**src/assert_macros.svh**
```systemverilog
// ----------------------------------------------------------------------------
// Assertion macros
// Shared concurrent assertion forms for the tokenizer RTL. Define
// NO_ASSERTIONS to compile them away.
// ----------------------------------------------------------------------------
`ifndef ASSERT_MACROS_SVH
`define ASSERT_MACROS_SVH
`ifndef NO_ASSERTIONS
// Same-cycle implication, disabled while reset is asserted.
`define ASSERT_IMPLY(label, clk, rst_n, pre, post) \
	label: assert property (@(posedge clk) disable iff (!rst_n) (pre) |-> (post)) \
		else $error("assertion failed: same-cycle implication");
// Next-cycle implication, disabled while reset is asserted.
`define ASSERT_NEXT(label, clk, rst_n, pre, post) \
	label: assert property (@(posedge clk) disable iff (!rst_n) (pre) |=> (post)) \
		else $error("assertion failed: next-cycle implication");
`else
`define ASSERT_IMPLY(label, clk, rst_n, pre, post)
`define ASSERT_NEXT(label, clk, rst_n, pre, post)
`endif
`endif

```
**src/hrt_pkg.sv**
```systemverilog
// ----------------------------------------------------------------------------
// hrt_pkg
// Shared codes, character constants, beat types and the header name table
// of the HTTP request tokenizer.
// ----------------------------------------------------------------------------
`timescale 1ns / 1ps

package hrt_pkg;

	// Default depth of the queues between the stages.
	localparam int QUEUE_DEPTH_DEF = 2;

	// Token class codes, also used for the token that a byte closes.
	localparam logic [3:0] CLS_SEP      = 4'd0;
	localparam logic [3:0] CLS_METHOD   = 4'd1;
	localparam logic [3:0] CLS_URL      = 4'd2;
	localparam logic [3:0] CLS_KEY      = 4'd3;
	localparam logic [3:0] CLS_VALUE    = 4'd4;
	localparam logic [3:0] CLS_PROTOCOL = 4'd5;
	localparam logic [3:0] CLS_VERSION  = 4'd6;
	localparam logic [3:0] CLS_HDR_KEY  = 4'd7;
	localparam logic [3:0] CLS_HDR_VAL  = 4'd8;
	localparam logic [3:0] CLS_BODY     = 4'd9;

	// Status codes.
	localparam logic [1:0] STAT_BUSY     = 2'd0;
	localparam logic [1:0] STAT_COMPLETE = 2'd1;
	localparam logic [1:0] STAT_INVALID  = 2'd2;

	// Character constants.
	localparam logic [7:0] CH_TAB   = 8'h09;
	localparam logic [7:0] CH_LF    = 8'h0A;
	localparam logic [7:0] CH_CR    = 8'h0D;
	localparam logic [7:0] CH_SPACE = 8'h20;
	localparam logic [7:0] CH_AMP   = 8'h26;
	localparam logic [7:0] CH_PLUS  = 8'h2B;
	localparam logic [7:0] CH_MINUS = 8'h2D;
	localparam logic [7:0] CH_DOT   = 8'h2E;
	localparam logic [7:0] CH_SLASH = 8'h2F;
	localparam logic [7:0] CH_ZERO  = 8'h30;
	localparam logic [7:0] CH_NINE  = 8'h39;
	localparam logic [7:0] CH_COLON = 8'h3A;
	localparam logic [7:0] CH_EQ    = 8'h3D;
	localparam logic [7:0] CH_QMARK = 8'h3F;
	localparam logic [7:0] CH_UP_A  = 8'h41;
	localparam logic [7:0] CH_UP_Z  = 8'h5A;

	// Length of the Content-Length header name.
	localparam logic [3:0] NAME_LEN = 4'd14;

	// Input beat after classification.
	typedef struct packed {
		logic       restart;
		logic [7:0] data;
		logic       last;
		logic       is_cr;
		logic       is_lf;
		logic       is_blank;
		logic       is_space;
		logic       is_upper;
		logic       is_digit;
		logic       is_zero;
		logic       is_sign;
		logic       is_slash;
		logic       is_qmark;
		logic       is_amp;
		logic       is_eq;
		logic       is_colon;
		logic       is_dot;
	} front_item_t;

	// Result beat.
	typedef struct packed {
		logic [3:0] byte_class;
		logic [3:0] closes_token;
		logic [1:0] status;
	} result_t;

	// Characters of "Content-Length", by position.
	function automatic logic [7:0] name_char(input logic [3:0] pos);
		logic [7:0] ch;
		case (pos)
			4'd0:    ch = 8'h43; // C
			4'd1:    ch = 8'h6F; // o
			4'd2:    ch = 8'h6E; // n
			4'd3:    ch = 8'h74; // t
			4'd4:    ch = 8'h65; // e
			4'd5:    ch = 8'h6E; // n
			4'd6:    ch = 8'h74; // t
			4'd7:    ch = 8'h2D; // -
			4'd8:    ch = 8'h4C; // L
			4'd9:    ch = 8'h65; // e
			4'd10:   ch = 8'h6E; // n
			4'd11:   ch = 8'h67; // g
			4'd12:   ch = 8'h74; // t
			4'd13:   ch = 8'h68; // h
			default: ch = 8'h00;
		endcase
		return ch;
	endfunction

endpackage

```
**src/hrt_queue.sv**
```systemverilog
// ----------------------------------------------------------------------------
// hrt_queue
// Small register-based first-in first-out queue that decouples two stages.
// Push and pop may happen in the same cycle.
// ----------------------------------------------------------------------------
`timescale 1ns / 1ps

module hrt_queue #(
	parameter int WIDTH = 8,
	parameter int DEPTH = 2
) (
	input  logic             clk,
	input  logic             arst_n,
	input  logic             wr_en,
	input  logic [WIDTH-1:0] wr_data,
	output logic             full,
	input  logic             rd_en,
	output logic [WIDTH-1:0] rd_data,
	output logic             empty
);

	localparam int PTR_W = $clog2(DEPTH);
	localparam int CNT_W = $clog2(DEPTH + 1);

	logic [WIDTH-1:0] mem_q [DEPTH];
	logic [PTR_W-1:0] wr_ptr_q;
	logic [PTR_W-1:0] rd_ptr_q;
	logic [CNT_W-1:0] count_q;
	logic             do_wr;
	logic             do_rd;

	// Occupancy flags and qualified strobes.
	assign full    = (count_q == CNT_W'(DEPTH));
	assign empty   = (count_q == '0);
	assign do_wr   = wr_en && !full;
	assign do_rd   = rd_en && !empty;
	assign rd_data = mem_q[rd_ptr_q];

	// Storage, written at the tail.
	always_ff @(posedge clk) begin
		if (do_wr) begin
			mem_q[wr_ptr_q] <= wr_data;
		end
	end

	// Pointers and fill count.
	always_ff @(posedge clk or negedge arst_n) begin
		if (!arst_n) begin
			wr_ptr_q <= '0;
			rd_ptr_q <= '0;
			count_q  <= '0;
		end else begin
			if (do_wr) begin
				wr_ptr_q <= (wr_ptr_q == PTR_W'(DEPTH - 1)) ? '0 : wr_ptr_q + PTR_W'(1);
			end
			if (do_rd) begin
				rd_ptr_q <= (rd_ptr_q == PTR_W'(DEPTH - 1)) ? '0 : rd_ptr_q + PTR_W'(1);
			end
			case ({do_wr, do_rd})
				2'b10:   count_q <= count_q + CNT_W'(1);
				2'b01:   count_q <= count_q - CNT_W'(1);
				default: count_q <= count_q;
			endcase
		end
	end

endmodule

```
**src/hrt_front.sv**
```systemverilog
// ----------------------------------------------------------------------------
// hrt_front
// Accepts input beats, classifies each byte into character flags and holds
// the classified beats in a short queue for the parser.
// ----------------------------------------------------------------------------
`timescale 1ns / 1ps

module hrt_front import hrt_pkg::*; #(
	parameter int QUEUE_DEPTH = QUEUE_DEPTH_DEF
) (
	input  logic        clk,
	input  logic        arst_n,
	input  logic        push,
	output logic        full,
	input  logic        mode,
	input  logic [7:0]  data_byte,
	input  logic        buffer_end,
	input  logic        item_pop,
	output front_item_t item,
	output logic        item_valid
);

	localparam int ITEM_W = $bits(front_item_t);

	front_item_t     cls_item;
	logic [ITEM_W-1:0] head_bits;
	logic            q_empty;

	// Character classification of the incoming byte.
	always_comb begin
		cls_item          = '0;
		cls_item.restart  = mode;
		cls_item.data     = data_byte;
		cls_item.last     = buffer_end;
		cls_item.is_cr    = (data_byte == CH_CR);
		cls_item.is_lf    = (data_byte == CH_LF);
		cls_item.is_blank = (data_byte == CH_SPACE) || (data_byte == CH_TAB);
		cls_item.is_space = (data_byte == CH_SPACE) ||
			((data_byte >= CH_TAB) && (data_byte <= CH_CR));
		cls_item.is_upper = (data_byte >= CH_UP_A) && (data_byte <= CH_UP_Z);
		cls_item.is_digit = (data_byte >= CH_ZERO) && (data_byte <= CH_NINE);
		cls_item.is_zero  = (data_byte == CH_ZERO);
		cls_item.is_sign  = (data_byte == CH_PLUS) || (data_byte == CH_MINUS);
		cls_item.is_slash = (data_byte == CH_SLASH);
		cls_item.is_qmark = (data_byte == CH_QMARK);
		cls_item.is_amp   = (data_byte == CH_AMP);
		cls_item.is_eq    = (data_byte == CH_EQ);
		cls_item.is_colon = (data_byte == CH_COLON);
		cls_item.is_dot   = (data_byte == CH_DOT);
	end

	// Queue of classified beats towards the parser.
	hrt_queue #(
		.WIDTH(ITEM_W),
		.DEPTH(QUEUE_DEPTH)
	) u_item_queue (
		.clk    (clk),
		.arst_n (arst_n),
		.wr_en  (push),
		.wr_data(cls_item),
		.full   (full),
		.rd_en  (item_pop),
		.rd_data(head_bits),
		.empty  (q_empty)
	);

	assign item       = front_item_t'(head_bits);
	assign item_valid = !q_empty;

endmodule

```
**src/hrt_back.sv**
```systemverilog
// ----------------------------------------------------------------------------
// hrt_back
// Request parser state machine with the Content-Length name matcher and the
// length value tracker. Consumes one classified beat per cycle, while the
// result queue has room, and produces one result beat for it.
// ----------------------------------------------------------------------------
`timescale 1ns / 1ps

module hrt_back import hrt_pkg::*; (
	input  logic        clk,
	input  logic        arst_n,
	input  front_item_t item,
	input  logic        item_valid,
	output logic        item_pop,
	input  logic        res_full,
	output logic        res_push,
	output result_t     result
);

	// Parser state codes.
	localparam logic [4:0] S_START     = 5'd0;
	localparam logic [4:0] S_METHOD    = 5'd1;
	localparam logic [4:0] S_PRE_URL   = 5'd2;
	localparam logic [4:0] S_URL       = 5'd3;
	localparam logic [4:0] S_PRE_KEY   = 5'd4;
	localparam logic [4:0] S_KEY       = 5'd5;
	localparam logic [4:0] S_PRE_VAL   = 5'd6;
	localparam logic [4:0] S_VAL       = 5'd7;
	localparam logic [4:0] S_PRE_PROTO = 5'd8;
	localparam logic [4:0] S_PROTO     = 5'd9;
	localparam logic [4:0] S_PRE_VER   = 5'd10;
	localparam logic [4:0] S_VER       = 5'd11;
	localparam logic [4:0] S_HKEY      = 5'd12;
	localparam logic [4:0] S_HVAL      = 5'd13;
	localparam logic [4:0] S_CR        = 5'd14;
	localparam logic [4:0] S_CRLF      = 5'd15;
	localparam logic [4:0] S_CRLFCR    = 5'd16;
	localparam logic [4:0] S_BODY      = 5'd17;
	localparam logic [4:0] S_DONE      = 5'd18;
	localparam logic [4:0] S_BAD       = 5'd19;

	// Value tracker phases.
	localparam logic [1:0] PH_LEAD = 2'd0;
	localparam logic [1:0] PH_DIG  = 2'd1;
	localparam logic [1:0] PH_STOP = 2'd2;
	localparam logic [1:0] PH_SKIP = 2'd3;

	logic [4:0] state_q,    state_d;
	logic [3:0] pos_q,      pos_d;
	logic       ok_q,       ok_d;
	logic       seen_q,     seen_d;
	logic       nonzero_q,  nonzero_d;
	logic [1:0] phase_q,    phase_d;
	logic [3:0] cls;
	logic [3:0] clo;
	logic       key_hit;
	logic       first_hit;

	// A beat moves on whenever there is room for its result.
	assign item_pop = item_valid && !res_full;
	assign res_push = item_pop;

	// Name matcher compares against the expected character.
	assign key_hit   = ok_q && (pos_q < NAME_LEN) && (item.data == name_char(pos_q));
	assign first_hit = (item.data == name_char(4'd0));

	// Next state, trackers and result for the head beat.
	always_comb begin
		state_d   = state_q;
		pos_d     = pos_q;
		ok_d      = ok_q;
		seen_d    = seen_q;
		nonzero_d = nonzero_q;
		phase_d   = phase_q;
		cls       = CLS_SEP;
		clo       = CLS_SEP;
		if (item.restart) begin
			state_d   = S_START;
			pos_d     = '0;
			ok_d      = 1'b1;
			seen_d    = 1'b0;
			nonzero_d = 1'b0;
			phase_d   = PH_LEAD;
		end else begin
			unique case (state_q)
				S_START: begin
					if (item.is_cr || item.is_lf || item.is_blank) begin
						state_d = S_START;
					end else if (item.is_upper) begin
						cls     = CLS_METHOD;
						state_d = S_METHOD;
					end else begin
						state_d = S_BAD;
					end
				end
				S_METHOD: begin
					if (item.is_upper) begin
						cls = CLS_METHOD;
					end else if (item.is_blank) begin
						clo     = CLS_METHOD;
						state_d = S_PRE_URL;
					end else begin
						state_d = S_BAD;
					end
				end
				S_PRE_URL: begin
					if (item.is_slash) begin
						cls     = CLS_URL;
						state_d = S_URL;
					end else if (!item.is_blank) begin
						state_d = S_BAD;
					end
				end
				S_URL: begin
					if (item.is_qmark) begin
						clo     = CLS_URL;
						state_d = S_PRE_KEY;
					end else if (item.is_blank) begin
						clo     = CLS_URL;
						state_d = S_PROTO;
					end else begin
						cls = CLS_URL;
					end
				end
				S_PRE_KEY: begin
					if (item.is_cr || item.is_lf || item.is_blank) begin
						state_d = S_BAD;
					end else begin
						cls     = CLS_KEY;
						state_d = S_KEY;
					end
				end
				S_KEY: begin
					if (item.is_eq) begin
						clo     = CLS_KEY;
						state_d = S_PRE_VAL;
					end else if (item.is_blank) begin
						state_d = S_BAD;
					end else begin
						cls = CLS_KEY;
					end
				end
				S_PRE_VAL: begin
					if (item.is_cr || item.is_lf || item.is_blank) begin
						state_d = S_BAD;
					end else begin
						cls     = CLS_VALUE;
						state_d = S_VAL;
					end
				end
				S_VAL: begin
					if (item.is_amp) begin
						clo     = CLS_VALUE;
						state_d = S_PRE_KEY;
					end else if (item.is_blank) begin
						clo     = CLS_VALUE;
						state_d = S_PRE_PROTO;
					end else begin
						cls = CLS_VALUE;
					end
				end
				S_PRE_PROTO: begin
					if (!item.is_blank) begin
						cls     = CLS_PROTOCOL;
						state_d = S_PROTO;
					end
				end
				S_PROTO: begin
					if (item.is_slash) begin
						clo     = CLS_PROTOCOL;
						state_d = S_PRE_VER;
					end else begin
						cls = CLS_PROTOCOL;
					end
				end
				S_PRE_VER: begin
					if (item.is_digit) begin
						cls     = CLS_VERSION;
						state_d = S_VER;
					end else begin
						state_d = S_BAD;
					end
				end
				S_VER: begin
					if (item.is_cr) begin
						clo     = CLS_VERSION;
						state_d = S_CR;
					end else if (item.is_digit || item.is_dot) begin
						cls = CLS_VERSION;
					end else begin
						state_d = S_BAD;
					end
				end
				S_CR: begin
					state_d = item.is_lf ? S_CRLF : S_BAD;
				end
				S_CRLF: begin
					if (item.is_cr) begin
						state_d = S_CRLFCR;
					end else if (item.is_blank) begin
						state_d = S_BAD;
					end else begin
						// First character of a header name restarts the matcher.
						cls     = CLS_HDR_KEY;
						state_d = S_HKEY;
						pos_d   = first_hit ? 4'd1 : 4'd0;
						ok_d    = first_hit;
					end
				end
				S_HKEY: begin
					if (item.is_colon) begin
						clo     = CLS_HDR_KEY;
						state_d = S_HVAL;
						ok_d    = ok_q && (pos_q == NAME_LEN);
						if (ok_q && (pos_q == NAME_LEN)) begin
							seen_d    = 1'b1;
							nonzero_d = 1'b0;
						end
						phase_d = PH_SKIP;
					end else begin
						cls = CLS_HDR_KEY;
						if (key_hit) begin
							pos_d = pos_q + 4'd1;
						end else begin
							ok_d = 1'b0;
						end
					end
				end
				S_HVAL: begin
					if (item.is_cr) begin
						clo     = CLS_HDR_VAL;
						state_d = S_CR;
					end else begin
						cls = (phase_q == PH_SKIP) ? CLS_SEP : CLS_HDR_VAL;
						if (ok_q) begin
							// Length value tracker.
							case (phase_q)
								PH_SKIP: phase_d = PH_LEAD;
								PH_LEAD: begin
									if (item.is_space) begin
										phase_d = PH_LEAD;
									end else if (item.is_sign || item.is_zero) begin
										phase_d = PH_DIG;
									end else if (item.is_digit) begin
										nonzero_d = 1'b1;
										phase_d   = PH_DIG;
									end else begin
										phase_d = PH_STOP;
									end
								end
								PH_DIG: begin
									if (item.is_zero) begin
										phase_d = PH_DIG;
									end else if (item.is_digit) begin
										nonzero_d = 1'b1;
									end else begin
										phase_d = PH_STOP;
									end
								end
								default: phase_d = phase_q;
							endcase
						end else if (phase_q == PH_SKIP) begin
							phase_d = PH_LEAD;
						end
					end
				end
				S_CRLFCR: begin
					if (item.is_lf) begin
						if (seen_q) begin
							state_d = nonzero_q ? S_BODY : S_DONE;
						end else begin
							state_d = item.last ? S_DONE : S_BODY;
						end
					end else begin
						state_d = S_BAD;
					end
				end
				S_BODY: begin
					cls = CLS_BODY;
					if (item.last) begin
						state_d = S_DONE;
					end
				end
				S_DONE: begin
					state_d = S_DONE;
				end
				default: begin
					state_d = S_BAD;
				end
			endcase
		end
	end

	// Result beat: an invalid request carries no token tags.
	always_comb begin
		result.byte_class   = (state_d == S_BAD) ? CLS_SEP : cls;
		result.closes_token = (state_d == S_BAD) ? CLS_SEP : clo;
		if (state_d == S_DONE) begin
			result.status = STAT_COMPLETE;
		end else if (state_d == S_BAD) begin
			result.status = STAT_INVALID;
		end else begin
			result.status = STAT_BUSY;
		end
	end

	// Parser and tracker registers.
	always_ff @(posedge clk or negedge arst_n) begin
		if (!arst_n) begin
			state_q   <= S_START;
			pos_q     <= '0;
			ok_q      <= 1'b1;
			seen_q    <= 1'b0;
			nonzero_q <= 1'b0;
			phase_q   <= PH_LEAD;
		end else if (item_pop) begin
			state_q   <= state_d;
			pos_q     <= pos_d;
			ok_q      <= ok_d;
			seen_q    <= seen_d;
			nonzero_q <= nonzero_d;
			phase_q   <= phase_d;
		end
	end

endmodule

```
**src/http_request_tokenizer_core.sv**
```systemverilog
// ----------------------------------------------------------------------------
// http_request_tokenizer_core
// Byte-serial HTTP/1.1 request tokenizer with queue interfaces on both sides.
// ----------------------------------------------------------------------------
// The block takes one request byte per clock and returns one result beat per
// byte (token class, closed token, status), in order, sustaining one byte per
// cycle while results are popped. The accepted byte is registered in the input
// queue and waits at its head, where the parser state machine works on it, and
// its result is then registered in the result queue, from which it is shown on
// the output ports and can be popped; a full result queue holds the byte back.
// Full rises when the input queue holds QUEUE_DEPTH bytes, and empty stays low
// while the result queue holds a beat. Once a request is complete or invalid,
// every later byte returns that status until a restart beat (mode high).
`timescale 1ns / 1ps

module http_request_tokenizer_core import hrt_pkg::*; #(
	parameter int QUEUE_DEPTH = QUEUE_DEPTH_DEF
) (
	input  logic       clk,
	input  logic       arst_n,
	input  logic       push,
	output logic       full,
	input  logic       mode,
	input  logic [7:0] data_byte,
	input  logic       buffer_end,
	output logic       empty,
	input  logic       pop,
	output logic [3:0] byte_class,
	output logic [3:0] closes_token,
	output logic [1:0] status
);

	`include "assert_macros.svh"

	localparam int RES_W = $bits(result_t);

	front_item_t       item;
	logic              item_valid;
	logic              item_pop;
	logic              res_full;
	logic              res_push;
	result_t           res_beat;
	logic [RES_W-1:0]  res_bits;
	result_t           head_res;

	// Front: accept and classify bytes.
	hrt_front #(
		.QUEUE_DEPTH(QUEUE_DEPTH)
	) u_front (
		.clk       (clk),
		.arst_n    (arst_n),
		.push      (push),
		.full      (full),
		.mode      (mode),
		.data_byte (data_byte),
		.buffer_end(buffer_end),
		.item_pop  (item_pop),
		.item      (item),
		.item_valid(item_valid)
	);

	// Back: parser state machine.
	hrt_back u_back (
		.clk       (clk),
		.arst_n    (arst_n),
		.item      (item),
		.item_valid(item_valid),
		.item_pop  (item_pop),
		.res_full  (res_full),
		.res_push  (res_push),
		.result    (res_beat)
	);

	// Result queue towards the consumer.
	hrt_queue #(
		.WIDTH(RES_W),
		.DEPTH(QUEUE_DEPTH)
	) u_res_queue (
		.clk    (clk),
		.arst_n (arst_n),
		.wr_en  (res_push),
		.wr_data(res_beat),
		.full   (res_full),
		.rd_en  (pop),
		.rd_data(res_bits),
		.empty  (empty)
	);

	assign head_res     = result_t'(res_bits);
	assign byte_class   = head_res.byte_class;
	assign closes_token = head_res.closes_token;
	assign status       = head_res.status;

	// A finished or rejected request closes no token.
	`ASSERT_IMPLY(a_closed_no_token, clk, arst_n, (!empty && (status != STAT_BUSY)), (closes_token == CLS_SEP))
	// Invalid results carry no class.
	`ASSERT_IMPLY(a_invalid_no_class, clk, arst_n, (!empty && (status == STAT_INVALID)), (byte_class == CLS_SEP))
	// The parser never consumes a byte while the result queue is full.
	`ASSERT_IMPLY(a_no_pop_when_full, clk, arst_n, res_full, !item_pop)
	// Every consumed byte leaves a result waiting on the next cycle.
	`ASSERT_NEXT(a_result_follows, clk, arst_n, item_pop, !empty)

endmodule
```
**config.mk**
```make
export PLATFORM = sky130hd
export DESIGN_NAME = http_request_tokenizer_core
export DESIGN_NICKNAME = d
export VERILOG_FILES = /design/src/hrt_pkg.sv /design/src/hrt_queue.sv /design/src/hrt_front.sv /design/src/hrt_back.sv /design/src/http_request_tokenizer_core.sv
export VERILOG_INCLUDE_DIRS = /design/src /design/src/src
export SDC_FILE = /design/constraint.sdc
export NUM_CORES = 1
export LEC_CHECK = 0
export CORE_UTILIZATION = 40
export DETAILED_ROUTE_END_ITERATION = 12
export DONT_BUFFER_PORTS = 1
export PLACE_DENSITY_LB_ADDON = 0.15
export SLEW_MARGIN = 20
export SYNTH_ARGS = -nofsm -noshare
export SYNTH_HDL_FRONTEND = slang
export SYNTH_HIERARCHICAL = 1
export SYNTH_SLANG_ARGS = --single-unit
```
**constraint.sdc**
```tcl
create_clock -name clk -period 7.6 [get_ports clk]
set_input_delay 1.9 -clock clk [delete_from_list [all_inputs] [get_ports clk]]
set_output_delay 1.9 -clock clk [all_outputs]
set_load 0.05 [all_outputs]
```
### Yosys cells after proc, flatten, opt, wreduce, memory -nomap -nowiden

Memories as Yosys holds them, arrays and structs flattened.
Index checks and enable logic that the tools add are counted.
W data, S select, Z words.

| operators by class | value |
|---|---|
| $lt $le $gt $ge | 7 |
| equality and inequality tests | 60 |
| muxes and demuxes | 121 |
| add/subtract/negate cells | 9 |
| reductions and logical operators | 38 |

Operators with widths:

| operator | count |
|---|---|
| $mux W5 | 28 |
| $pmux W5 S19 | 1 |
| $mux W4 | 21 |
| $eq A8 B6 Y1 const B | 10 |
| $pmux W4 S16 | 1 |
| $eq A5 B4 Y1 const B | 8 |
| $mux W2 | 20 |
| $mux W3 | 12 |
| $pmux W4 S8 | 1 |
| $mux W1 | 29 |
| $eq A5 B5 Y1 const B | 5 |
| $eq A8 B4 Y1 const B | 3 |
| $eq A5 B3 Y1 const B | 4 |
| $ne A4 B4 Y1 const B | 5 |
| $ne A3 B3 Y1 const B | 5 |
| $pmux W2 S2 | 3 |
| $logic_and A1 B1 Y1 | 11 |
| $eq A2 B2 Y1 const B | 5 |
| $eq A5 B2 Y1 const B | 2 |
| $reduce_and A10 Y1 | 1 |
| $reduce_bool A2 Y1 | 5 |
| $ne A3 B2 Y1 const B | 3 |
| $eq A8 B7 Y1 const B | 1 |
| $eq A8 B8 Y1 | 1 |
| 29 further kinds | 50 |

| word-level totals | value |
|---|---|
| bits in registers | 22 |
| memories | 3 |
| bits in read-only memories | 112 |
| memory bits (writable) | 68 |
| output and inout bits | 12 |

Memory list:

| memory | depth | bits a word | read ports | clocked after Yosys merged registers in | wr ports | line | RTL |
|---|---|---|---|---|---|---|---|
| (no name shown) | 16 | 7 | 1 | 0 | 0 | hrt_pkg.sv:82 | `case (pos)` |
| u_front.u_item_queue.mem_q | 2 | 24 | 1 | 0 | 1 | hrt_queue.sv:25 | `logic [WIDTH-1:0] mem_q [DEPTH];` |
| u_res_queue.mem_q | 2 | 10 | 1 | 0 | 1 | hrt_queue.sv:25 |  |

### Logic depth before layout (Yosys ltp)

Gate-level depths: netlist of run 1.
An unclocked memory read counts as a cell.

| depth | value |
|---|---|
| depth after elaboration | 9 |
| gate-level depth with buffers | 11 |

### Cells and area by module

Netlist of run 1, hierarchy kept.

By module, submodules not included:

| module | cells an instance | area an instance (um^2) | times used | sequential area each (um^2) |
|---|---|---|---|---|
| hrt_back | 318 | 2253.4 | 1 | 351.6 |
| hrt_queue at u_front.u_item_queue | 93 | 2030.7 | 1 | 1541.5 |
| hrt_queue at u_res_queue | 49 | 917.1 | 1 | 700.7 |
| hrt_front | 44 | 247.7 | 1 | 0.0 |

### Worst setup path after synthesis of run 1

No wires, ideal clock.

| path | value |
|---|---|
| path type | input to register |
| from | input push |
| to | memory u_front/u_item_queue/mem_q[0][0] (netlist name) (enable) |
| arrival time | 3.019 ns |
| cell stages on the path | 2 |
| slack | 4.177 ns |
| required time | 7.195 ns |
| path buffers | 0 |
| cells stage by stage | nand2_1 -> nor2_1 |

| between the ends | value |
|---|---|
| word-level cells in the longest chain between the ends | 3 |

Ends and longest elaborated chain:

| item | line | RTL |
|---|---|---|
| start: declaration | http_request_tokenizer_core.sv:21 | `input logic push,` |
| $logic_and A1 B1 Y1 | hrt_queue.sv:35 | `assign do_wr = wr_en && !full;` |
| $mux W1 | hrt_queue.sv:41 | `if (do_wr) begin` |
| $mux W1 (implied by the code) | hrt_queue.sv:42 | `mem_q[wr_ptr_q] <= wr_data;` |
| end: declaration | hrt_queue.sv:25 |  |

Every way passes these cells.

### Worst setup path in the final report of run 1

| path | value |
|---|---|
| from | register u_res_queue.count_q[0] |
| to | output empty |

| between the ends | value |
|---|---|
| word-level cells in the longest chain between the ends | 1 |

Ends and longest elaborated chain:

| item | line | RTL |
|---|---|---|
| start: declaration | hrt_queue.sv:28 | `logic [CNT_W-1:0] count_q;` |
| start signal: assignment | hrt_queue.sv:60 | `2'b10: count_q <= count_q + CNT_W'(1);` |
| start signal: assignment | hrt_queue.sv:61 | `2'b01: count_q <= count_q - CNT_W'(1);` |
| start signal: assignment | hrt_queue.sv:62 | `default: count_q <= count_q;` |
| $logic_not A2 Y1 | hrt_queue.sv:34 | `assign empty = (count_q == '0);` |
| end: declaration | http_request_tokenizer_core.sv:26 | `output logic empty,` |

Every way passes these cells.

==> results of run 1 <==
==> synthesized netlist by cell type, drive strengths merged (3+ instances only) <==
master / instances / share of area, %
a2111oi: 4 / 0.78
a211o: 3 / 0.48
a21oi: 32 / 2.9
a22o: 4 / 0.64
a22oi: 3 / 0.41
a31oi: 8 / 0.92
and3: 5 / 0.57
buf: 23 / 3.5
clkbuf: 16 / 1.1
dfrtp: 21 / 9.6
edfxtp: 68 / 37
ha: 7 / 1.6
inv: 16 / 1.1
mux2: 37 / 9.0
mux2i: 6 / 1.1
nand2: 35 / 2.4
nand2b: 10 / 1.1
nand3: 10 / 0.92
nand4: 3 / 0.46
nor2: 47 / 3.2
nor2b: 9 / 1.1
nor3: 24 / 2.2
nor3b: 8 / 1.1
nor4: 7 / 1.3
nor4b: 6 / 1.4
o21ai: 17 / 1.6
o21bai: 4 / 0.55
o221ai: 3 / 0.48
o22ai: 7 / 0.80
o31a: 3 / 0.48
o31ai: 6 / 0.92
o41ai: 3 / 0.62
or3: 4 / 0.46
or4: 3 / 0.48
xnor2: 7 / 1.1
xor2: 6 / 0.96
==> cell families (layout without fill, tap and decap cells) <==
kind of cell | count (synthesis) | in the layout | share of synthesized area (%)
XOR/XNOR | 13 | 13 | 2.09
buffers and inverters | 55 | 37 | 5.72
multiplexers | 43 | 43 | 10.1
adder cells (fa/ha/maj) | 7 | 7 | 1.61
flip-flops | 90 | 90 | 47.6
AND/OR/NAND/NOR | 182 | 182 | 18.5
AO/OA/AOI/OAI | 114 | 114 | 14.3
==> worst max-delay path by stage <==
stage	from	to	slack, ps	cells after the start
3_5_place_dp	u_res_queue/count_q[0]	empty	4530	1
3_3_place_gp	push	u_front/u_item_queue/mem_q[1][14]	4360	1
5_1_grt	u_res_queue/count_q[0]	empty	4090	1
6_report	u_res_queue/count_q[0]	empty	4170	1
4_1_cts	u_res_queue/count_q[0]	empty	4150	1
2_1_floorplan	push	u_front/u_item_queue/mem_q[0][0]	4180	2
==> layout by cell type, fill, tap and decap left out, drive strengths merged, types with 9 or more instances in the layout <==
master	instances
nand2b	10
nor2b	9
nand2	35
inv	16
nor2	47
edfxtp	68
nand3	10
mux2	37
a21oi	32
dfrtp	21
clkbuf	12
nor3	24
o21ai	17
==> final cells by class <==
cell class	count	share of cell area, %
clock buffers	12	4.28
clock inverters	4	0.912
inverters	16	1.04
multi-input cells	359	44.2
flip-flops and latches	90	45.0
well taps	176	3.82
repair buffers	5	0.781
==> registers in the layout, indices dropped and copies added, names as in the netlist, 2 cells and up <==
name,flops
u_front/u_item_queue/count_q,2
u_res_queue/count_q,2
u_back/state_q,5
u_front/u_item_queue/mem_q,48
u_back/phase_q,2
u_res_queue/mem_q,20
u_back/pos_q,4
==> per-stage QoR <==
step | instances | setup slack, ps | utilization (%) | hold WS [ps] | instance area (um2)
6_report | 662 | 4170 | 43.5 | 490 | 5760
3_3_place_gp | 645 | 4360 | 41.2 | 475 | 5450
4_1_cts | 662 | 4150 | 43.5 | 498 | 5760
3_5_place_dp | 646 | 4530 | 41.3 | 486 | 5470
2_1_floorplan | 504 | 4180 | - | 460 | 5450
5_1_grt | 662 | 4090 | 43.5 | 514 | 5760
==> power groups by stage <==
stage / clock, mW / combinational, mW / sequential [mW]
detailed placement: 0 / 1.02 / 0.784
floorplan: 0 / 0.895 / 0.748
CTS: 0.457 / 1.02 / 0.775
finish: 0.445 / 1.02 / 0.773
global route: 0.477 / 1.11 / 0.792
global placement: 0 / 1.00 / 0.782
==> routing by layer <==
layer  global-route usage, %  share of wire [%]  up-vias
li1                        -                  -     1842
met2                    27.7                 45      136
met4                    7.20                2.3        0
met5                       0                  0        -
met1                    26.0                 47     1850
met3                    4.20                5.5       23
==> key figures, run 1 <==
Run status
  • Status: finished clean

Clock tree
  • CTS buffer count: 9
  • CTS tree: done
  • Post-CTS sizing: 0
  • Clk slew on worst S/H paths: 60 ps
  • CTS Buffer Depth: 2
  • H-tree levels: 3
  • Hold buffer count at CTS: 0
  • Clock latency on the worst-skew pair: about 340 ps
  • CTS root buf: clkbuf_16
  • CTS Sinks: 90
  • Post CTS Setup Buffer Count: 0

Timing
  • Fmax: approximately 0.3 GHz
  • Hold Violations, Final: 0
  • Final worst-path cycle share: a little under half
  • Final number of max-transition violations: 0
  • Final Setup Violations: 0
  • Max-slew headroom: around a third
  • Final Critical Period: about 3400 ps
  • Setup_tns: 0 ps
  • RSZ-0062 raised after global routing: no
  • Worst Tran Pin Value: 970 ps
  • Setup Skew: about 10 ps

Pwr
  • Leakage: between 2 and 2.5 nW
  • Worst VDD drop: roughly 190 uV
  • Switch Pwr: around 920 uW
  • Logic gate share of total power: 45.5%
  • Sw frac: 41.2%
  • Overall power: approximately 2.2 mW
  • PD cells: a little under 400 mW/mm2
  • Sequential share of power: about a third
  • Internal: approximately 1.3 mW
  • Clock power frac: 19.9%

Min path
  • Hold path start: u_front/u_item_queue/count_q[1]
  • Worst hold-check path type: reg -> reg
  • Hold endpoint: u_front/u_item_queue/count_q[1]
  • WHS Path Cells: 1

Layout
  • Fillcell total: roughly 1300
  • Area of the multi-input gates: between 0.002 and 0.003 mm2
  • Fin nets: between 500 and 600
  • Share of cells above drive strength 1: 15.4%
  • Seq. cell area: around 0.0026 mm2
  • ANT cells: 0
  • Area growth, synth to finish: 5.79%

Yosys
  • Post-synthesis sequential area ratio: a little under half
  • Mapped Area: 0.00545 mm2
  • Most used flip-flop cell after synthesis: edfxtp_1
  • Syn avg cell area: 10.8 um2
  • #FFs+latches synth: 90
  • Number of synthesized flops with an enable pin: just under 70
  • Ys async rst share: between 20% and 30%
  • YS warnings: 6
  • Cell count after synthesis: about 500
  • Cell variety after synth: just under 80
  • Syn_nets: 525

Global route
  • Largest net degree at the start of global routing: 33
  • Grt total ovfl: 0
  • Vias in the first global route: about 3700
  • Initial antenna violation count: 0
  • First-pass GRT wire length: roughly 20000 um
  • Global Route Usage Sum: a little under a fifth

Critical path
  • Worst path bufs/invs: 0
  • Crit path DAT: 1530 ps
  • WS Path Type: reg -> out
  • Worst path max stage delay: around 770 ps
  • Cell family with most CP delay: simple AND/OR/NAND/NOR gates
  • RR Startpoint: u_front/u_item_queue/rd_ptr_q
  • CP max stage cell: nor2_1
  • R2r setup slk: 4630 ps
  • Critical path endpoint category: output pin
  • CP required: between 5000 and 6000 ps
  • Worst Setup Start Kind: flip-flop
  • Peak fanout along the critical path: 4
  • End of the worst register-to-register path: u_res_queue/mem_q[1][0]
  • R2R depth: 8
  • Critical-path cell list: nor2_1

Detailed routing
  • Post-route DRC violation count: 0
  • Vias per inst: roughly 5.8
  • Drt first-iter violations: about 300
  • Vias: slightly below 4000
  • Drt pass-1 iters: 5
  • Final antenna-violating net count: 0
  • DRT Wirelength: about 12000 um
  • DR WL/cell: about 19 um

Floorplanning
  • Core Rows: 42
  • Core Region: around 0.013 mm2
  • Starting Density: between 40% and 50%
  • Chip Height: about 120 um
  • DIE AREA: ~0.014 mm2
  • Chip Width: 119 um
  • I/O pin total: 26

Job
  • Max Cap Viol: 0

Placed design
  • DP Wirelength: ~8500 um
  • Number of port buffers: 0
  • GP Congestion: 0.869
(Power assumes the default switching activity.)
==> inputs of run 2 (changes only) <==
==> constraint.sdc (replaced) <==
create_clock -name clk -period 3 [get_ports clk]
set_input_delay 0.75 -clock clk [delete_from_list [all_inputs] [get_ports clk]]
set_output_delay 0.75 -clock clk [all_outputs]
set_load 0.05 [all_outputs]
==> run 2 against run 1 <==
Compared with the run above: final cell count up 3.3%; worst hold slack lost 400 ps; register-to-register slack lost 4300 ps; global-route usage is essentially flat; worst setup slack worse by 3800 ps; core utilization is 1.2 points higher; clock power increased by 140%; first-iteration DRC count down 23%; largest cell class unchanged.
==> key figures, run 2 (synthesis results as in run 1) <==
Floorplanning
  • Chip Height: 119 um (unchanged)
  • Core Region: 0.0132 mm2 (unchanged)
  • Core Rows: 42 (unchanged)
  • Starting Density: 41.1% (unchanged)
  • DIE AREA: 0.0141 mm2 (unchanged)
  • Chip Width: 119 um (unchanged)
  • I/O pin total: 26 (unchanged)

Timing
  • Setup Skew: 6.05 ps (-4.40 ps)
  • Final WS setup: 335 ps (-3840 ps)
  • Final worst-path cycle share: between 80% and 90%
  • Fmax: 0.375 GHz
  • Final Critical Period: ~2700 ps
  • Setup_tns: 0 ps (unchanged)
  • Hold Violations, Final: 0 (unchanged)
  • Fin Hold WS: 90.9 ps (-399 ps)
  • RSZ-0062 raised after global routing: no
  • Max-slew headroom: 52.5% (+17 points)
  • Worst Tran Pin Value: 703 ps (-267 ps)
  • Final number of max-transition violations: 0 (unchanged)
  • Final Setup Violations: 0 (unchanged)

Layout
  • Most frequent cells in the layout: edfxtp_1 (68), nor2_1 (46), nand2_1 (35)
  • Commonest non-fill, non-tap cell in the layout: edfxtp_1
  • Fin nets: 524 (+4.4%)
  • Share of cells above drive strength 1: 19.5% (+4.1 points)
  • Area growth, synth to finish: 8.70%
  • ANT cells: 0 (unchanged)
  • Largest register FFs: 48 (unchanged)
  • Biggest regs: u_front/u_item_queue/mem_q: 48 flops, u_res_queue/mem_q: 20 flops, u_back/state_q: 5 flops
  • Cell Count, Final, Fillers Out: 684 (+3.3%)
  • Biggest register: u_front/u_item_queue/mem_q

Critical path
  • WS Path Type: reg -> reg
  • Worst Setup Start Kind: flip-flop
  • Stages on worst setup path: 7 (+6)
  • CP Capture Point: u_res_queue/mem_q[1][0]
  • CP required: 3130 ps (-2570 ps)
  • CP max stage cell: dfrtp_2
  • R2R depth: 7 (-1)
  • Worst path max stage delay: 520 ps (-250 ps)
  • Critical-path cell list: mux2_4, a31o_2, a22oi_1, o2111ai_1, a2111oi_1, buf_4, nor3b_1
  • RR Startpoint: u_front/u_item_queue/rd_ptr_q
  • Cell family with most CP delay: compound AO/OA/AOI/OAI gates
  • Critical path endpoint category: flip-flop
  • Setup crit start: u_front/u_item_queue/rd_ptr_q
  • Crit path DAT: 2800 ps (+1270 ps)
  • R2r setup slk: 340 ps (-4290 ps)
  • Peak fanout along the critical path: 19 (+15)
  • Worst path bufs/invs: 1 (+1)
  • End of the worst register-to-register path: u_res_queue/mem_q[1][0]

Clock tree
  • CTS Sinks: 90 (unchanged)
  • Clock latency on the worst-skew pair: 350 ps (about the same)
  • CTS tree: done
  • CTS buffer count: 9 (unchanged)
  • H-tree levels: 3 (unchanged)
  • CTS root buf: clkbuf_16
  • Clk slew on worst S/H paths: 70 ps (about the same)
  • CTS Buffer Depth: 2 (unchanged)

Pwr
  • Worst VDD drop: 358 uV (+87%)
  • PD cells: 975 mW/mm2 (+150%)
  • Overall power: 5.78 mW (+160%)
  • Leakage: 2.14 nW (+5.2%)

Global route
  • First-pass GRT wire length: 20100 um (-0.48%)
  • Grt total ovfl: 0 (unchanged)
  • Vias in the first global route: 3839 (+3.4%)
  • Global Route Usage Sum: 18.5% (about the same)
  • Largest net degree at the start of global routing: 25 (-24%)
  • Initial antenna violation count: 0 (unchanged)

Detailed routing
  • Vias: 3982 (+3.4%)
  • Vias per inst: 5.82 (about the same)
  • Drt pass-1 iters: 6 (+1)
  • Drt first-iter violations: 233 (-23%)
  • DR WL/cell: 18.4 um (-0.74%)
  • Post-route DRC violation count: 0 (unchanged)
  • DRT Wirelength: 12600 um (+2.6%)
  • Final antenna-violating net count: 0 (unchanged)

Placed design
  • Setup WS pre-CTS: 251 ps (-4270 ps)
  • DP Wirelength: 9180 um (+8.4%)
  • Number of port buffers: 0 (unchanged)
  • Placed cell count: 668 (+3.4%)
  • GP Congestion: 0.899 (+3.5%)

Min path
  • Worst hold-check path type: in -> async

Run status
  • Status: finished clean

Job
  • Max Cap Viol: 0 (unchanged)
-- run 2: worst min path at each step --
stage	from	endpoint	slack, ps	cells past startpoint
after global placement	arst_n	u_res_queue/count_q[1]	450	0
after floorplan	arst_n	u_back/nonzero_q	450	0
after global routing	arst_n	u_front/u_item_queue/rd_ptr_q	70	0
final	arst_n	u_res_queue/count_q[0]	90	0
after detailed placement	arst_n	u_res_queue/count_q[0]	450	0
after CTS	arst_n	u_front/u_item_queue/rd_ptr_q	70	0
-- run 2: area by class of cell --
cell class | count | area [um2]
Clock buffer | 9 | 225
Clock inverter | 7 | 61.3
Fill cell | 1269 | 7320
Inverter | 16 | 60.1
Multi-Input combinational cell | 359 | 2550
Sequential cell | 90 | 2590
Tap cell | 176 | 220
Timing Repair Buffer | 27 | 215
-- run 2: per-layer routing --
layer	track usage (%)	routed length [um]	part of all wire (%)	vias to the layer above
li1	-	-	-	1892
met1	24.5	5860	47	1936
met2	28.7	5720	46	127
met3	3.76	638	5.1	27
met4	9.26	342	2.7	0
met5	0	0	0	-
-- run 2: stage by stage --
stage                     util [%]  instance area (um2)
after floorplan                  -                 5450
after global placement        42.6                 5640
after detailed placement      42.6                 5640
after CTS                     44.7                 5920
after global routing          44.7                 5920
final                         44.7                 5920
-- run 2: power breakdown --
part           leakage (nW)  internal (mW)  total (mW)  switching, mW
clock network         0.142          0.578        1.07          0.491
logic                  1.08           1.02        2.71           1.69
registers             0.927           1.77        2.00          0.225
total                  2.14           3.37        5.78           2.40
-- run 2: repair_timing --
action                     CTS  global route
gates resized for setup      0             1
buffers inserted             0             0
hold buffers                 0             0
setup endpoints to repair    0             2
==> inputs of run 3 (changes only) <==
--- a/config.mk
+++ b/config.mk
@@ -6,6 +6,7 @@
 export SDC_FILE = /design/constraint.sdc
 export NUM_CORES = 1
 export LEC_CHECK = 0
+export CORE_ASPECT_RATIO = 2
 export CORE_UTILIZATION = 40
 export DETAILED_ROUTE_END_ITERATION = 12
 export DONT_BUFFER_PORTS = 1
==> run 3 against run 2 <==
Compared with the run above: clock power is 11% higher; largest power group unchanged; the run now ends with DRC left; non-clock buffer count increased by 8; clock skew up 3.3 ps; critical path type unchanged; sequential cell count unchanged; count of clock-buffer cells in the layout grew 3; largest cell class unchanged; sequential share of layout area is 0.36 points lower; worst setup slack got worse by 37 ps; design area increased by 0.78%; register-to-register slack worse by 40 ps.
==> key figures, run 3 (synthesis results as in run 1) <==
Timing
  • Setup Skew: 9.31 ps (+3.25 ps)
  • Hold Violations, Final: 0 (unchanged)
  • Setup_tns: 0 ps (unchanged)
  • RSZ-0062 raised after global routing: no
  • Final Critical Period: 2700 ps (+37.3 ps)
  • Max-slew headroom: 51.9% (-0.61 points)
  • Worst Tran Pin Value: 720 ps (+17.2 ps)
  • Final worst-path cycle share: 90.1% (+1.2 points)
  • Fmax: 0.370 GHz (-1.4%)
  • Final number of max-transition violations: 0 (unchanged)
  • Fin Hold WS: 99.7 ps (+8.76 ps)
  • Final Setup Violations: 0 (unchanged)

Clock tree
  • Post-CTS sizing: 0 (unchanged)
  • H-tree levels: 3 (unchanged)
  • CTS Sinks: 90 (unchanged)
  • CTS root buf: clkbuf_16
  • Clock latency on the worst-skew pair: 340 ps (about the same)
  • CTS Buffer Depth: 2 (unchanged)
  • Post CTS Setup Buffer Count: 0 (unchanged)
  • CTS buffer count: 9 (unchanged)
  • Hold buffer count at CTS: 0 (unchanged)
  • Clk slew on worst S/H paths: 70 ps (about the same)
  • CTS tree: done

Detailed routing
  • Drt first-iter violations: 207 (-11%)
  • Post-route DRC violation count: 6 (+6)
  • Final antenna-violating net count: 0 (unchanged)
  • DRT Wirelength: 14900 um (+19%)
  • Vias: 4048 (+1.7%)
  • DR WL/cell: 22.3 um (+21%)
  • Vias per inst: 6.03 (+3.6%)
  • Drt pass-1 iters: 9 (+3)

Critical path
  • Crit path DAT: 2850 ps (+50 ps)
  • CP required: 3150 ps (+20 ps)
  • Worst path bufs/invs: 1 (unchanged)
  • CP max stage cell: a2111oi_1
  • End of the worst register-to-register path: u_res_queue/mem_q[0][0]
  • RR Startpoint: u_front/u_item_queue/rd_ptr_q
  • Peak fanout along the critical path: 14 (-5)
  • Worst Setup Start Kind: flip-flop
  • R2R depth: 6 (-1)
  • Critical-path cell list: buf_4, mux2_4, a22oi_1, o2111ai_1, a2111oi_1, nor3b_1
  • Setup crit start: u_front/u_item_queue/rd_ptr_q
  • WS Path Type: reg -> reg
  • Cell family with most CP delay: compound AO/OA/AOI/OAI gates
  • Worst path max stage delay: 620 ps (+100 ps)
  • R2r setup slk: 300 ps (-40 ps)
  • Critical path endpoint category: flip-flop

Global route
  • Met3 GRT Util: 4.31% (+0.55 points)
  • Vias in the first global route: 4288 (+12%)
  • Initial antenna violation count: 0 (unchanged)
  • Met1 Usage GRT: 20.9% (-3.6 points)
  • Met2 Use GR: 43.8% (+15 points)
  • Most Crowded Layer GR: met2
  • First-pass GRT wire length: 23600 um (+18%)
  • Largest net degree at the start of global routing: 25 (unchanged)
  • Grt total ovfl: 0 (unchanged)
  • Global Route Usage Sum: 22.4% (+3.8 points)

Pwr
  • PD cells: 1000 mW/mm2 (+3.0%)
  • Worst VDD drop: 530 uV (+48%)
  • Leakage: 2.18 nW (+1.9%)

Floorplanning
  • Core Rows: 60 (+43%)
  • I/O pin total: 26 (unchanged)
  • Core Region: 0.0134 mm2 (+0.91%)
  • Starting Density: 40.8% (-0.37 points)
  • DIE AREA: 0.0141 mm2 (+0.20%)
  • Chip Height: 167 um (+41%)
  • Chip Width: 84.5 um (-29%)

Layout
  • Most frequent cells in the layout: edfxtp_1 (68), nor2_1 (46), buf_4 (35), nand2_1 (35), a21oi_1 (32)
  • Commonest non-fill, non-tap cell in the layout: edfxtp_1
  • Biggest register: u_front/u_item_queue/mem_q
  • Fin nets: 532 (+1.5%)
  • ANT cells: 0 (unchanged)
  • Final Util: 44.7% (-0.056 points)
  • Cell Count, Final, Fillers Out: 671 (-1.9%)
  • Biggest regs: u_front/u_item_queue/mem_q: 48 flops, u_res_queue/mem_q: 20 flops, u_back/state_q: 5 flops
  • Area growth, synth to finish: 9.55%
  • Largest register FFs: 48 (unchanged)
  • Share of cells above drive strength 1: 20.2% (+0.67 points)

Job
  • Max Cap Viol: 0 (unchanged)

Placed design
  • DP Wirelength: 11300 um (+23%)
  • Placed cell count: 655 (-1.9%)
  • GP Congestion: 0.999 (+11%)
  • Number of port buffers: 0 (unchanged)

Min path
  • Worst hold-check path type: in -> async

Run status
  • Status: finished, violations left
  • Failing checks: DRC
-- run 3: final cells by class --
cell class | instances | area (um2)
sequential | 90 | 2590
tap | 155 | 194
multi-input combinational | 359 | 2550
clock inverter | 4 | 76.3
clock buffer | 12 | 236
fill | 1280 | 7390
timing repair buffer | 35 | 263
inverter | 16 | 60.1
-- run 3: how the worst max path moves through the flow --
stage,cells after the start,end,slack (ps)
4_1_cts,8,u_back/ok_q,280
3_5_place_dp,8,u_back/ok_q,280
2_1_floorplan,9,u_res_queue/mem_q[0][0],560
6_report,6,u_res_queue/mem_q[0][0],300
3_3_place_gp,8,u_back/ok_q,350
5_1_grt,6,u_res_queue/mem_q[0][0],50
-- run 3: layer usage --
layer / wire, um / up-vias / part of all wire [%]
li1: - / 1891 / -
met1: 5040 / 1978 / 34
met2: 8580 / 131 / 57
met3: 548 / 48 / 3.7
met4: 766 / 0 / 5.1
met5: 0 / - / 0
-- run 3: metrics by stage --
| step | setup WS (ps) | area [um2] | power [mW] |
|---|---|---|---|
| after floorplan | 564 | 5450 | 4.16 |
| after global placement | 350 | 5660 | 4.80 |
| after detailed placement | 282 | 5660 | 4.80 |
| after CTS | 283 | 5970 | 6.01 |
| after global routing | 51.0 | 5970 | 6.34 |
| final | 298 | 5970 | 6.00 |
-- run 3: report_power, final --
part           internal, mW  switching, mW
Clock                 0.732          0.459
Combinational          1.02           1.82
Sequential             1.77          0.193
Total                  3.53           2.47
